--- config.mk ---
export PLATFORM = sky130hd
export DESIGN_NAME = uart_baud_divisor_search_flat
export DESIGN_NICKNAME = d
export VERILOG_FILES = /design/src/sv/ubds_pkg.sv /design/src/sv/ubds_ifs.sv /design/src/sv/uart_baud_divisor_search.sv /design/src/sv/ubds_front.sv /design/src/sv/ubds_back.sv /design/src/flat_wrapper.sv
export SDC_FILE = /design/constraint.sdc
export NUM_CORES = 2
export LEC_CHECK = 0
export ABC_AREA = 1
export BUFFER_PORTS_ARGS = -buffer_cell sky130_fd_sc_hd__clkbuf_2
export CELL_PAD_IN_SITES_DETAIL_PLACEMENT = 0
export CELL_PAD_IN_SITES_GLOBAL_PLACEMENT = 1
export CORE_MARGIN = 2
export CORE_UTILIZATION = 50
export CTS_CLUSTER_SIZE = 40
export DETAILED_ROUTE_END_ITERATION = 16
export PLACE_DENSITY_LB_ADDON = 0.2
export SYNTH_ARGS = -nofsm -noshare
export SYNTH_HDL_FRONTEND = slang
export SYNTH_HIERARCHICAL = 1
export SYNTH_SLANG_ARGS = --single-unit
--- constraint.sdc ---
create_clock -name clk -period 7.8 [get_ports clk]
set_input_delay 0.39 -clock clk [delete_from_list [all_inputs] [get_ports clk]]
set_output_delay 0.39 -clock clk [all_outputs]
set_load 0.01 [all_outputs]
--- src/sv/ubds_pkg.sv ---
`timescale 1ns / 1ps

package ubds_pkg;

  // Field and datapath widths fixed by the interface.
  localparam int BAUD_W      = 24;
  localparam int CLK_W       = 32;
  localparam int OSR_W       = 6;
  localparam int OSR_FIELD_W = 5;
  localparam int DIV_FIELD_W = 13;

  // baud * ratio, with the ratio at most 32.
  localparam int BR_W  = BAUD_W + OSR_W;
  // Divider denominator 2 * baud * ratio.
  localparam int DEN_W = BR_W + 1;
  // Divider numerator 2 * clock + baud * ratio.
  localparam int NUM_W = CLK_W + 2;

  localparam logic [CLK_W-1:0] CLK_RESET       = 32'd24000000;
  localparam logic [OSR_W-1:0] MIN_OVERSAMPLE  = 6'd4;
  localparam logic [OSR_W-1:0] BOTH_EDGE_LIMIT = 6'd8;

  typedef enum logic [1:0] {
    KIND_NORMAL    = 2'd0,
    KIND_ZERO_BAUD = 2'd1,
    KIND_ZERO_CLK  = 2'd2
  } job_kind_t;

  typedef struct packed {
    logic [BAUD_W-1:0] baud;
    logic [CLK_W-1:0]  clk_hz;
    job_kind_t         kind;
  } job_t;

  typedef struct packed {
    logic [OSR_FIELD_W-1:0] oversample_minus_one;
    logic [DIV_FIELD_W-1:0] divisor;
    logic                   both_edge;
  } result_t;

endpackage

--- src/sv/ubds_ifs.sv ---
`timescale 1ns / 1ps

interface ubds_in_if;
  logic                       valid;
  logic                       ready;
  logic [ubds_pkg::BAUD_W-1:0] baud_rate;

  modport source(output valid, output baud_rate, input ready);
  modport sink(input valid, input baud_rate, output ready);
endinterface

interface ubds_out_if;
  logic                            valid;
  logic                            ready;
  logic [ubds_pkg::OSR_FIELD_W-1:0] oversample_minus_one;
  logic [ubds_pkg::DIV_FIELD_W-1:0] divisor;
  logic                            both_edge;

  modport source(output valid, output oversample_minus_one, output divisor,
                 output both_edge, input ready);
  modport sink(input valid, input oversample_minus_one, input divisor,
               input both_edge, output ready);
endinterface

interface ubds_cfg_if;
  logic                       valid;
  logic                       ready;
  logic [ubds_pkg::CLK_W-1:0] source_clock_hz;

  modport source(output valid, output source_clock_hz, input ready);
  modport sink(input valid, input source_clock_hz, output ready);
endinterface

--- src/sv/uart_baud_divisor_search.sv ---
`timescale 1ns / 1ps

// Baud divisor search. Each transfer on the input channel carries a requested
// bit rate; the block tries every oversampling ratio from 4 to MAX_OVERSAMPLE,
// forms the rounded divisor clock / (rate * ratio) clamped to 1..MAX_DIVISOR,
// scores each pair by the exact error |divisor * ratio * rate - clock| and
// returns one result per request: the winning ratio minus one, the divisor
// (low 13 bits) and a both-edge flag for ratios of 8 or less. Ties go to the
// larger ratio. The source clock comes from the configuration channel, which
// is always ready and resets to 24 MHz; write it only while no request is in
// flight. The search uses a shared restoring divider in the back end, which
// retires one quotient bit per cycle and is used at most once per ratio. A
// ratio whose quotient would not fit in the divider's quotient register skips
// the divider and goes from the saturation check straight to the product. A
// zero rate or a zero clock is recognized on entry and goes straight to the
// result stage. A two-entry queue decouples request intake from the search,
// and an output register holds a finished result so the next search can
// start while the result waits to be taken.
module uart_baud_divisor_search #(
  parameter int MAX_DIVISOR    = 8191,
  parameter int MAX_OVERSAMPLE = 32
) (
  input  logic        clk,
  input  logic        rst_n,
  ubds_in_if.sink     in_chan,
  ubds_cfg_if.sink    cfg_chan,
  ubds_out_if.source  out_chan
);

  logic [ubds_pkg::CLK_W-1:0] source_clock_r;
  logic                       job_valid;
  logic                       job_take;
  ubds_pkg::job_t             job;

  // Every configuration transfer is taken at once.
  assign cfg_chan.ready = 1'b1;

  always_ff @(posedge clk) begin
    if (!rst_n) begin
      source_clock_r <= ubds_pkg::CLK_RESET;
    end else if (cfg_chan.valid) begin
      source_clock_r <= cfg_chan.source_clock_hz;
    end
  end

  // Front end: accepts requests, tags the degenerate cases and queues them
  // together with the clock setting in force.
  ubds_front u_front (
    .clk       (clk),
    .rst_n     (rst_n),
    .in_chan   (in_chan),
    .clk_hz    (source_clock_r),
    .job_valid (job_valid),
    .job       (job),
    .job_take  (job_take)
  );

  // Back end: sequential search over the ratios and the result register.
  ubds_back #(
    .MAX_DIVISOR    (MAX_DIVISOR),
    .MAX_OVERSAMPLE (MAX_OVERSAMPLE)
  ) u_back (
    .clk       (clk),
    .rst_n     (rst_n),
    .job_valid (job_valid),
    .job       (job),
    .job_take  (job_take),
    .out_chan  (out_chan)
  );

endmodule

--- src/sv/ubds_front.sv ---
`timescale 1ns / 1ps

module ubds_front (
  input  logic                       clk,
  input  logic                       rst_n,
  ubds_in_if.sink                    in_chan,
  input  logic [ubds_pkg::CLK_W-1:0] clk_hz,
  output logic                       job_valid,
  output ubds_pkg::job_t             job,
  input  logic                       job_take
);

  ubds_pkg::job_t q_r [2];
  logic           wr_ptr_r;
  logic           wr_ptr_nxt;
  logic           rd_ptr_r;
  logic           rd_ptr_nxt;
  logic [1:0]     count_r;
  logic [1:0]     count_nxt;
  logic           push;
  logic           pop;
  ubds_pkg::job_t new_job;

  assign in_chan.ready = (count_r != 2'd2);
  assign push          = in_chan.valid && in_chan.ready;
  assign job_valid     = (count_r != 2'd0);
  assign pop           = job_valid && job_take;
  assign job           = q_r[rd_ptr_r];

  // A zero rate saturates every quotient, which outranks a zero clock.
  always_comb begin
    new_job.baud   = in_chan.baud_rate;
    new_job.clk_hz = clk_hz;
    priority if (in_chan.baud_rate == '0) begin
      new_job.kind = ubds_pkg::KIND_ZERO_BAUD;
    end else if (clk_hz == '0) begin
      new_job.kind = ubds_pkg::KIND_ZERO_CLK;
    end else begin
      new_job.kind = ubds_pkg::KIND_NORMAL;
    end
  end

  always_comb begin
    wr_ptr_nxt = push ? ~wr_ptr_r : wr_ptr_r;
    rd_ptr_nxt = pop ? ~rd_ptr_r : rd_ptr_r;
    count_nxt  = count_r + {1'b0, push} - {1'b0, pop};
  end

  always_ff @(posedge clk) begin
    if (!rst_n) begin
      wr_ptr_r <= 1'b0;
      rd_ptr_r <= 1'b0;
      count_r  <= 2'd0;
    end else begin
      wr_ptr_r <= wr_ptr_nxt;
      rd_ptr_r <= rd_ptr_nxt;
      count_r  <= count_nxt;
    end
  end

  always_ff @(posedge clk) begin
    if (push) begin
      q_r[wr_ptr_r] <= new_job;
    end
  end

endmodule

--- src/sv/ubds_back.sv ---
`timescale 1ns / 1ps

module ubds_back #(
  parameter int MAX_DIVISOR    = 8191,
  parameter int MAX_OVERSAMPLE = 32
) (
  input  logic           clk,
  input  logic           rst_n,
  input  logic           job_valid,
  input  ubds_pkg::job_t job,
  output logic           job_take,
  ubds_out_if.source     out_chan
);

  localparam int DIV_W  = $clog2(MAX_DIVISOR + 1);
  localparam int CNT_W  = $clog2(DIV_W);
  localparam int SHF_W  = ubds_pkg::DEN_W + DIV_W - 1;
  localparam int SAT_W  = ubds_pkg::DEN_W + DIV_W;
  localparam int PROD_W = DIV_W + ubds_pkg::BR_W;

  localparam logic [DIV_W-1:0]           MAX_D = DIV_W'(MAX_DIVISOR);
  localparam logic [ubds_pkg::OSR_W-1:0] MAX_R = ubds_pkg::OSR_W'(MAX_OVERSAMPLE);

  typedef enum logic [5:0] {
    ST_IDLE = 6'b000001,
    ST_SAT  = 6'b000010,
    ST_DIV  = 6'b000100,
    ST_PROD = 6'b001000,
    ST_CMP  = 6'b010000,
    ST_DONE = 6'b100000
  } state_t;

  state_t                          state_r;
  state_t                          state_nxt;
  logic [ubds_pkg::BAUD_W-1:0]     baud_r;
  logic [ubds_pkg::CLK_W-1:0]      clk_r;
  logic [ubds_pkg::OSR_W-1:0]      osr_r;
  logic [ubds_pkg::BR_W-1:0]       br_r;
  logic                            sat_r;
  logic [ubds_pkg::NUM_W-1:0]      rem_r;
  logic [SHF_W-1:0]                den_sh_r;
  logic [DIV_W-1:0]                q_r;
  logic [CNT_W-1:0]                cnt_r;
  logic [PROD_W-1:0]               prod_r;
  logic [DIV_W-1:0]                d_r;
  logic [PROD_W-1:0]               best_err_r;
  logic [DIV_W-1:0]                best_div_r;
  logic [ubds_pkg::OSR_W-1:0]      best_osr_r;
  logic                            out_valid_r;
  logic                            out_valid_nxt;
  ubds_pkg::result_t               out_r;

  logic [ubds_pkg::NUM_W-1:0]      num;
  logic [ubds_pkg::DEN_W-1:0]      den;
  logic                            sat_hit;
  logic                            div_ge;
  logic [ubds_pkg::NUM_W-1:0]      rem_sub;
  logic [DIV_W-1:0]                d_sel;
  logic [PROD_W-1:0]               prod_nxt;
  logic [PROD_W-1:0]               clk_ext;
  logic [PROD_W-1:0]               err;
  logic                            take_cand;
  logic                            out_load;

  assign job_take = (state_r == ST_IDLE);

  // Rounded quotient: floor((2*clk + br) / (2*br)).
  assign num     = {1'b0, clk_r, 1'b0} + ubds_pkg::NUM_W'(br_r);
  assign den     = {br_r, 1'b0};
  assign sat_hit = SAT_W'(num) >= {den, {DIV_W{1'b0}}};
  assign div_ge  = SHF_W'(rem_r) >= den_sh_r;
  assign rem_sub = rem_r - ubds_pkg::NUM_W'(den_sh_r);

  always_comb begin
    priority if (sat_r || (q_r > MAX_D)) begin
      d_sel = MAX_D;
    end else if (q_r == '0) begin
      d_sel = DIV_W'(1);
    end else begin
      d_sel = q_r;
    end
  end

  assign prod_nxt  = d_sel * br_r;
  assign clk_ext   = PROD_W'(clk_r);
  assign err       = (prod_r >= clk_ext) ? (prod_r - clk_ext) : (clk_ext - prod_r);
  // The first ratio always seeds the best pair; later ties go to the larger ratio.
  assign take_cand = (osr_r == ubds_pkg::MIN_OVERSAMPLE) || (err <= best_err_r);
  assign out_load  = (state_r == ST_DONE) && (!out_valid_r || out_chan.ready);

  always_comb begin
    state_nxt = state_r;
    unique case (state_r)
      ST_IDLE: begin
        if (job_valid) begin
          state_nxt = (job.kind == ubds_pkg::KIND_NORMAL) ? ST_SAT : ST_DONE;
        end
      end
      ST_SAT:  state_nxt = sat_hit ? ST_PROD : ST_DIV;
      ST_DIV:  state_nxt = (cnt_r == '0) ? ST_PROD : ST_DIV;
      ST_PROD: state_nxt = ST_CMP;
      ST_CMP:  state_nxt = (osr_r == MAX_R) ? ST_DONE : ST_SAT;
      ST_DONE: state_nxt = out_load ? ST_IDLE : ST_DONE;
      default: state_nxt = ST_IDLE;
    endcase
  end

  always_comb begin
    out_valid_nxt = out_valid_r;
    if (out_load) begin
      out_valid_nxt = 1'b1;
    end else if (out_chan.ready) begin
      out_valid_nxt = 1'b0;
    end
  end

  always_ff @(posedge clk) begin
    if (!rst_n) begin
      state_r     <= ST_IDLE;
      out_valid_r <= 1'b0;
    end else begin
      state_r     <= state_nxt;
      out_valid_r <= out_valid_nxt;
    end
  end

  always_ff @(posedge clk) begin
    unique case (state_r)
      ST_IDLE: begin
        if (job_valid) begin
          baud_r <= job.baud;
          clk_r  <= job.clk_hz;
          osr_r  <= ubds_pkg::MIN_OVERSAMPLE;
          br_r   <= {{(ubds_pkg::OSR_W - 2){1'b0}}, job.baud, 2'b00};
          unique case (job.kind)
            ubds_pkg::KIND_ZERO_BAUD: begin
              best_osr_r <= MAX_R;
              best_div_r <= MAX_D;
            end
            ubds_pkg::KIND_ZERO_CLK: begin
              best_osr_r <= ubds_pkg::MIN_OVERSAMPLE;
              best_div_r <= DIV_W'(1);
            end
            default: begin
              best_osr_r <= best_osr_r;
              best_div_r <= best_div_r;
            end
          endcase
        end
      end
      ST_SAT: begin
        sat_r    <= sat_hit;
        rem_r    <= num;
        den_sh_r <= {den, {(DIV_W - 1){1'b0}}};
        q_r      <= '0;
        cnt_r    <= CNT_W'(DIV_W - 1);
      end
      ST_DIV: begin
        if (div_ge) begin
          rem_r <= rem_sub;
        end
        q_r      <= {q_r[DIV_W-2:0], div_ge};
        den_sh_r <= den_sh_r >> 1;
        cnt_r    <= cnt_r - CNT_W'(1);
      end
      ST_PROD: begin
        d_r    <= d_sel;
        prod_r <= prod_nxt;
      end
      ST_CMP: begin
        if (take_cand) begin
          best_err_r <= err;
          best_div_r <= d_r;
          best_osr_r <= osr_r;
        end
        osr_r <= osr_r + ubds_pkg::OSR_W'(1);
        br_r  <= br_r + ubds_pkg::BR_W'(baud_r);
      end
      ST_DONE: begin
        if (out_load) begin
          out_r.oversample_minus_one <=
            ubds_pkg::OSR_FIELD_W'(best_osr_r - ubds_pkg::OSR_W'(1));
          out_r.divisor   <= ubds_pkg::DIV_FIELD_W'(best_div_r);
          out_r.both_edge <= (best_osr_r <= ubds_pkg::BOTH_EDGE_LIMIT);
        end
      end
      default: begin
        out_r <= out_r;
      end
    endcase
  end

  assign out_chan.valid                = out_valid_r;
  assign out_chan.oversample_minus_one = out_r.oversample_minus_one;
  assign out_chan.divisor              = out_r.divisor;
  assign out_chan.both_edge            = out_r.both_edge;

  // The scored divisor is always inside the clamp range.
  assert property (@(posedge clk) disable iff (!rst_n)
    (state_r == ST_CMP) |-> ((d_r != '0) && (d_r <= MAX_D)))
    else $error("scored divisor outside clamp range");

  // Restoring division invariant: the partial remainder stays below twice the shifted divisor.
  assert property (@(posedge clk) disable iff (!rst_n)
    (state_r == ST_DIV) |-> ((SHF_W + 1)'(rem_r) < {den_sh_r, 1'b0}))
    else $error("divider remainder out of range");

  // The ratio under test stays within the searched range.
  assert property (@(posedge clk) disable iff (!rst_n)
    ((state_r == ST_SAT) || (state_r == ST_DIV) || (state_r == ST_PROD) ||
     (state_r == ST_CMP)) |-> ((osr_r >= ubds_pkg::MIN_OVERSAMPLE) && (osr_r <= MAX_R)))
    else $error("oversampling ratio out of range");

  // A result appears only after the back end has reached its result state.
  assert property (@(posedge clk) disable iff (!rst_n)
    $rose(out_valid_r) |-> ($past(state_r) == ST_DONE))
    else $error("result presented without a finished search");

endmodule
--- src/flat_wrapper.sv ---
// flat-port wrapper written by rule: the top's interface ports become plain ports
module uart_baud_divisor_search_flat 
#(
  parameter int MAX_DIVISOR    = 8191,
  parameter int MAX_OVERSAMPLE = 32
)
  (clk, rst_n, in_chan_valid, in_chan_baud_rate, in_chan_ready, cfg_chan_valid, cfg_chan_source_clock_hz, cfg_chan_ready, out_chan_valid, out_chan_oversample_minus_one, out_chan_divisor, out_chan_both_edge, out_chan_ready);
  ubds_in_if in_chan_i ();
  ubds_cfg_if cfg_chan_i ();
  ubds_out_if out_chan_i ();
  input  logic clk;
  input  logic rst_n;
  input wire logic [$bits(in_chan_i.valid)-1:0] in_chan_valid;
  input wire logic [$bits(in_chan_i.baud_rate)-1:0] in_chan_baud_rate;
  output wire logic [$bits(in_chan_i.ready)-1:0] in_chan_ready;
  input wire logic [$bits(cfg_chan_i.valid)-1:0] cfg_chan_valid;
  input wire logic [$bits(cfg_chan_i.source_clock_hz)-1:0] cfg_chan_source_clock_hz;
  output wire logic [$bits(cfg_chan_i.ready)-1:0] cfg_chan_ready;
  output wire logic [$bits(out_chan_i.valid)-1:0] out_chan_valid;
  output wire logic [$bits(out_chan_i.oversample_minus_one)-1:0] out_chan_oversample_minus_one;
  output wire logic [$bits(out_chan_i.divisor)-1:0] out_chan_divisor;
  output wire logic [$bits(out_chan_i.both_edge)-1:0] out_chan_both_edge;
  input wire logic [$bits(out_chan_i.ready)-1:0] out_chan_ready;
  assign in_chan_i.valid = in_chan_valid;
  assign in_chan_i.baud_rate = in_chan_baud_rate;
  assign in_chan_ready = in_chan_i.ready;
  assign cfg_chan_i.valid = cfg_chan_valid;
  assign cfg_chan_i.source_clock_hz = cfg_chan_source_clock_hz;
  assign cfg_chan_ready = cfg_chan_i.ready;
  assign out_chan_valid = out_chan_i.valid;
  assign out_chan_oversample_minus_one = out_chan_i.oversample_minus_one;
  assign out_chan_divisor = out_chan_i.divisor;
  assign out_chan_both_edge = out_chan_i.both_edge;
  assign out_chan_i.ready = out_chan_ready;
  uart_baud_divisor_search #(.MAX_DIVISOR(MAX_DIVISOR), .MAX_OVERSAMPLE(MAX_OVERSAMPLE)) u_core (.clk(clk), .rst_n(rst_n), .in_chan(in_chan_i), .cfg_chan(cfg_chan_i), .out_chan(out_chan_i));
endmodule
Yosys cells after proc, flatten, opt, wreduce, memory -nomap -nowiden:

Memory sizes are Yosys's and may differ from the RTL's. A register that Yosys moved wholly into a read port is not among the register bits.
Cells that the tools add are included.

* memories: 1
* logic and storage cells: 115
* bits in registers: 367
* memory bits (read-only): 0
* latch bits: 0
* output and inout bits: 22
* RAM bits: 116

* equal/unequal tests: 15
* div/mod/pow operators: 0
* muxes and demuxes: 35
* multiply operators: 1
* reduce and logical (&&, ||, !) cells: 22
* bitwise operators: 2
* shift operators: 0
* $lt $le $gt $ge: 6
* $add $sub $neg: 10

Memories
* u_core.u_front.q_r: depth 2, width 58, rd ports 1, clocked after memory_dff 1, write ports 1, RTL line ubds_front.sv:13 `ubds_pkg::job_t q_r [2];`

Operator list (number)
* $pmux 43 s2: 1
* $pmux 13 s2: 3
* $pmux 34 s2: 1
* $pmux 30 s2: 1
* $mux 13: 4
* $ge 34x44->1: 1
* $ge 34x43->1: 1
* $ge 43x32->1: 1
* $le 43x43->1: 1
* $mul 13x30->43: 1
* $mux 43: 1
* $sub 32x43->43: 1
* $sub 43x32->43: 1
* $mux 6: 7
* $pmux 6 s2: 3
* $pmux 6 s6: 1
* $add 33x30->34: 1
* $mux 34: 1
* $sub 34x34->34: 1
* $logic_not 32->1: 1
* $add 30x24->30: 1
* $mux 30: 1
* $logic_not 24->1: 1
* $gt 13x13->1 const B: 1
* 30 further kinds: 54

Depth between registers and ports, before layout:

* depth after elaboration: 6
* depth in mapped cells: 29
* depth with buffers taken out: 29

Cells and area by module:

The synthesis kept the hierarchy.

By module, submodules not included
* ubds_back: cells each 4671, instances 1, sequential area each 9869.5 um^2, area an instance 36407.4 um^2
* ubds_front: cells each 277, instances 1, sequential area each 3583.4 um^2, area an instance 4744.6 um^2
* uart_baud_divisor_search: cells each 184, instances 1, sequential area each 640.6 um^2, area an instance 1283.7 um^2

Worst setup path before layout:

Ideal clock, no wire load.

* kind: register -> register
* from: reg u_core.u_back.sat_r
* to: reg u_core.u_back.prod_r[29], data pin
* stages on the path, launching flop included: 23
* required time: 7.535 ns
* setup time: 0.265 ns
* period minus slack after synthesis: 5.773 ns
* path slack: 2.027 ns
* path buffers: 3
* data arrival time: 5.508 ns
* cells stage by stage: edfxtp_1 > clkbuf_1 > nor2_1 > inv_1 > clkbuf_1 > clkbuf_1 > nand2_1 > fa_1 > fa_1 > inv_1 > fa_1 > fa_1 > inv_1 > fa_1 > inv_1 > ha_1 > a21o_1 > a21oi_1 > a21boi_0 > nand2_1 > a21oi_1 > o21ai_0 > xor2_1

* cells in the longest elaborated chain, start to end: 3

Ends and longest elaborated chain
* start, declared: RTL line ubds_back.sv:39 `logic sat_r;`
* start signal, assigned: RTL line ubds_back.sv:152 `sat_r <= sat_hit;`
* $logic_or 1x1->1: RTL line ubds_back.sv:75 `priority if (sat_r || (q_r > MAX_D)) begin`
* $mux 13: RTL line ubds_back.sv:75
* $mul 13x30->43: RTL line ubds_back.sv:84 `assign prod_nxt = d_sel * br_r;`
* net u_core.u_back.prod_nxt[29]: RTL line ubds_back.sv:59 `logic [PROD_W-1:0] prod_nxt;`
* end signal, assigned: RTL line ubds_back.sv:168 `prod_r <= prod_nxt;`
* end, declared: RTL line ubds_back.sv:44 `logic [PROD_W-1:0] prod_r;`

The timed path passes the listed nets, and every way through them passes these cells.
A chain may end at the register's enable or synchronous reset.

Worst setup path in the final report:

* from: reg u_core.u_back.sat_r
* to: reg u_core.u_back.prod_r[39], data pin

Same word-level chain as after synthesis.

==> results.py <==
metrics = {
    "setup_path": {
        "regToRegStartpoint": "u_core/u_back/sat_r",
        "ff2ff_setup_slack_ns": 0.94,
        "regToRegEndpoint": "u_core/u_back/prod_r[39]",
        "worstPathArrival_ns": 7.26,
        "critPathKind": "register to register",
        "critPathRequiredTime_ns": 8.20,
        "critical_path.endpoint_type": "register",
        "worst_setup_path_start_kind": "register",
        "max_fanout_on_critical_path": 25,
        "timing.reg2reg.worst_path_depth": 21,
    },
    "synth": {
        "yosys_register_bits": 484,
        "synthesis.yosys.warnings": 6,
        "synth_seq_area_share": 0.332,
        "syn-cell-area_mm2": 0.0424,
        "yosysUniqueCellTypes": 57,
        "synth_nets": 5813,
        "synth-main-ff-cell": "sky130_fd_sc_hd__edfxtp_1",
        "avgSynthCellArea_um2": 8.27,
        "synth_enable_flop_cells": 440,
        "async_flop_share": 0,
        "netlist_instances": 5132,
    },
    "route": {
        "dr.first_iter.drc_count": 2605,
        "ant_nets": 0,
        "route.detailed.wl_per_inst_um": 22.1,
        "vias_per_cell": 5.39,
        "drt_first_pass_iters": 7,
        "route.detailed.drc": 0,
        "route.final.wire_length_um": 142000,
        "vias": 34700,
    },
    "placed_design": {
        "place.gp.congestion": 1.01,
        "dpl.hpwl_um": 115000,
        "placement.io_buffers": 81,
    },
    "timing": {
        "max-slew-margin-rel": 0.209,
        "tightestPinTransition_ns": 1.18,
        "max_slew_violation_total_from_the_final_report": 0,
        "grt_setup_unrepaired": "no",
        "setup-violations-final": 0,
        "highest_clock_rate_mhz": 146,
        "hold_viol_final": 0,
        "clock_skew_ns": 0.0752,
        "final.setup.tns_ns": 0,
        "min_period_ns": 6.86,
        "finalCritPeriodShare": 0.879,
    },
    "floorplan": {
        "core.rowCount": 106,
        "coreArea_mm2": 0.0838,
        "die_area_mm2": 0.0872,
        "start_util": 0.506,
        "io_pins": 83,
        "die_h_um": 295,
        "die_width_um": 295,
    },
    "worst_hold_path": {
        "min_delay_path_depth": 5,
        "worstHoldPathType": "input port to register",
        "whs_endpoint": "u_core/source_clock_r[26]",
        "worstHoldStart": "cfg_chan_source_clock_hz[26]",
    },
    "finish": {
        "num-nets-final": 5937,
        "layout.cells.most_common": "sky130_fd_sc_hd__nand2_1",
        "mostFrequentLayoutCells": "sky130_fd_sc_hd__nand2_1, sky130_fd_sc_hd__inv_1, sky130_fd_sc_hd__nor2_1, sky130_fd_sc_hd__edfxtp_1, sky130_fd_sc_hd__fa_1",
        "layout-drive-gt1-share": 0.0698,
        "fillerInstances": 8001,
        "utilization": 0.555,
        "synth_to_layout_area_growth_pct": 9.68,
    },
    "clock_network": {
        "clk_pin_slew_ns": 0.06,
        "cts_htree_levels": 2,
        "cts_root_buf": "sky130_fd_sc_hd__clkbuf_16",
        "tritoncts": "done",
        "tritoncts.num_buffers": 54,
        "clkLatencyLatePin_ns": 0.67,
        "clkSinkCount": 484,
        "postCtsSetupBuffers": 0,
        "cts.path.max_buffers": 3,
    },
    "global_routing": {
        "grt_max_degree": 76,
        "grt_first_pass_wirelength_um": 212000,
        "first_global_vias": 34200,
        "globalRouteOverflowTotal": 0,
        "initial_antenna_violation_count": 3,
        "groute.usage.overall": 0.330,
    },
    "run_status": {
        "outcome": "completed",
    },
    "flow_run": {
        "drv.max_cap_violation_count": 0,
    },
}
-- logic make-up after synthesis --
logic type	Yosys count	synth area share
fa+ha+maj	620	0.238
other cells	1	0.0000884
simple gates	2064	0.198
mux	58	0.0172
buf+inv	1104	0.101
flops	484	0.332
xor+xnor	135	0.0279
compound gates	666	0.0861
-- synthesized netlist by cell type (all sizes together) (13+ instances only) --
library cell / count / area, µm²
mux2: 58 / 728
a31oi: 31 / 194
inv: 981 / 3680
nor4: 14 / 87.6
a21o: 19 / 143
o211ai: 13 / 103
nor2: 675 / 2600
nand3: 155 / 776
nand2: 1084 / 4110
a21boi: 14 / 105
clkbuf: 78 / 293
buf: 38 / 274
a21oi: 289 / 1450
o21ai: 245 / 1230
ha: 307 / 3840
edfxtp: 440 / 13200
xor2: 105 / 920
xnor2: 30 / 263
or2: 25 / 156
o21bai: 20 / 161
fa: 313 / 6270
nand4: 49 / 307
nor3: 38 / 195
dfxtp: 44 / 881
-- routing by layer --
layer,track usage,wire (µm)
met1,0.442,60800
met3,0.0547,10100
met5,0,0
met2,0.530,64700
met4,0.143,7000
-- sequential cells by signal, indices dropped and copies added, names as in the netlist, 2 cells and up, named ones only --
signal,flops
u_core/u_back/state_r,6
u_core/u_front/count_r,2
u_core/u_back/d_r,13
u_core/u_back/q_r,13
u_core/u_back/rem_r,34
u_core/u_back/cnt_r,4
u_core/u_back/br_r,30
u_core/u_back/den_sh_r,43
u_core/u_back/prod_r,43
u_core/u_back/baud_r,24
u_core/source_clock_r,32
u_core/u_back/best_osr_r,6
u_core/u_back/out_chan.divisor,13
u_core/u_back/osr_r,6
u_core/u_front/q_r,116
u_core/u_back/clk_r,32
u_core/u_back/best_err_r,43
u_core/u_back/best_div_r,13
u_core/u_back/out_chan.oversample_minus_one,5
-- critical path, cell delays in order, from the launching register on --
cell and delay, ns:
sky130_fd_sc_hd__edfxtp_1 0.60, sky130_fd_sc_hd__nor2_1 0.76, sky130_fd_sc_hd__inv_2 0.54, sky130_fd_sc_hd__nand2_1 0.20, sky130_fd_sc_hd__fa_1 0.42, sky130_fd_sc_hd__inv_1 0.08, sky130_fd_sc_hd__fa_1 0.45, sky130_fd_sc_hd__fa_1 0.53
sky130_fd_sc_hd__fa_1 0.55, sky130_fd_sc_hd__inv_1 0.06, sky130_fd_sc_hd__fa_1 0.54, sky130_fd_sc_hd__inv_1 0.06, sky130_fd_sc_hd__ha_1 0.46, sky130_fd_sc_hd__nand2_1 0.13, sky130_fd_sc_hd__nor2_1 0.15, sky130_fd_sc_hd__inv_1 0.10
sky130_fd_sc_hd__nor4_1 0.51, sky130_fd_sc_hd__nand3_1 0.15, sky130_fd_sc_hd__nand3_1 0.16, sky130_fd_sc_hd__nand2_1 0.06, sky130_fd_sc_hd__nand2_1 0.07, sky130_fd_sc_hd__xor2_1 0.06
-- stage by stage --
step                setup WS [ns]  cell area (µm²)  hold WS (ns)  std cells
global route                0.741            46500        0.0283       6435
finish                      0.941            46500        0.0282       6438
global placement             1.09            44200         0.403       6290
floorplan                    2.03            42400         0.400       5132
CTS                          1.06            46500       0.00275       6435
detailed placement          0.995            44200         0.405       6290
-- repair_timing --
item,4_1_cts,5_1_grt
hold buffers,44,0
hold endpoints to repair,68,0
gates resized for setup,0,0
setup endpoints to repair,0,0
-- how the worst max path moves through the flow --
| stage | start | cells after the start | endpoint |
|---|---|---|---|
| 2_1_floorplan | u_core/u_back/sat_r | 22 | u_core/u_back/prod_r[29] |
| 3_3_place_gp | u_core/u_back/sat_r | 19 | u_core/u_back/prod_r[29] |
| 3_5_place_dp | u_core/u_back/sat_r | 19 | u_core/u_back/prod_r[29] |
| 4_1_cts | u_core/u_back/sat_r | 19 | u_core/u_back/prod_r[29] |
| 5_1_grt | u_core/u_back/sat_r | 21 | u_core/u_back/prod_r[39] |
| 6_report | u_core/u_back/sat_r | 21 | u_core/u_back/prod_r[39] |
-- area by class of cell --
class	instances	area [µm²]	share of cell area
diodes	3	7.51	0.000161
clock buffers	71	1500	0.0321
multi-input cells	3544	24100	0.519
well taps	1134	1420	0.0305
inverters	988	3710	0.0797
flip-flops and latches	484	14100	0.303
clock inverters	30	383	0.00823
repair buffers	184	1300	0.0280
Power is left out: the tool's default activity adds up to more than one toggle a clock period on the data nets, which glitch-free logic cannot reach.
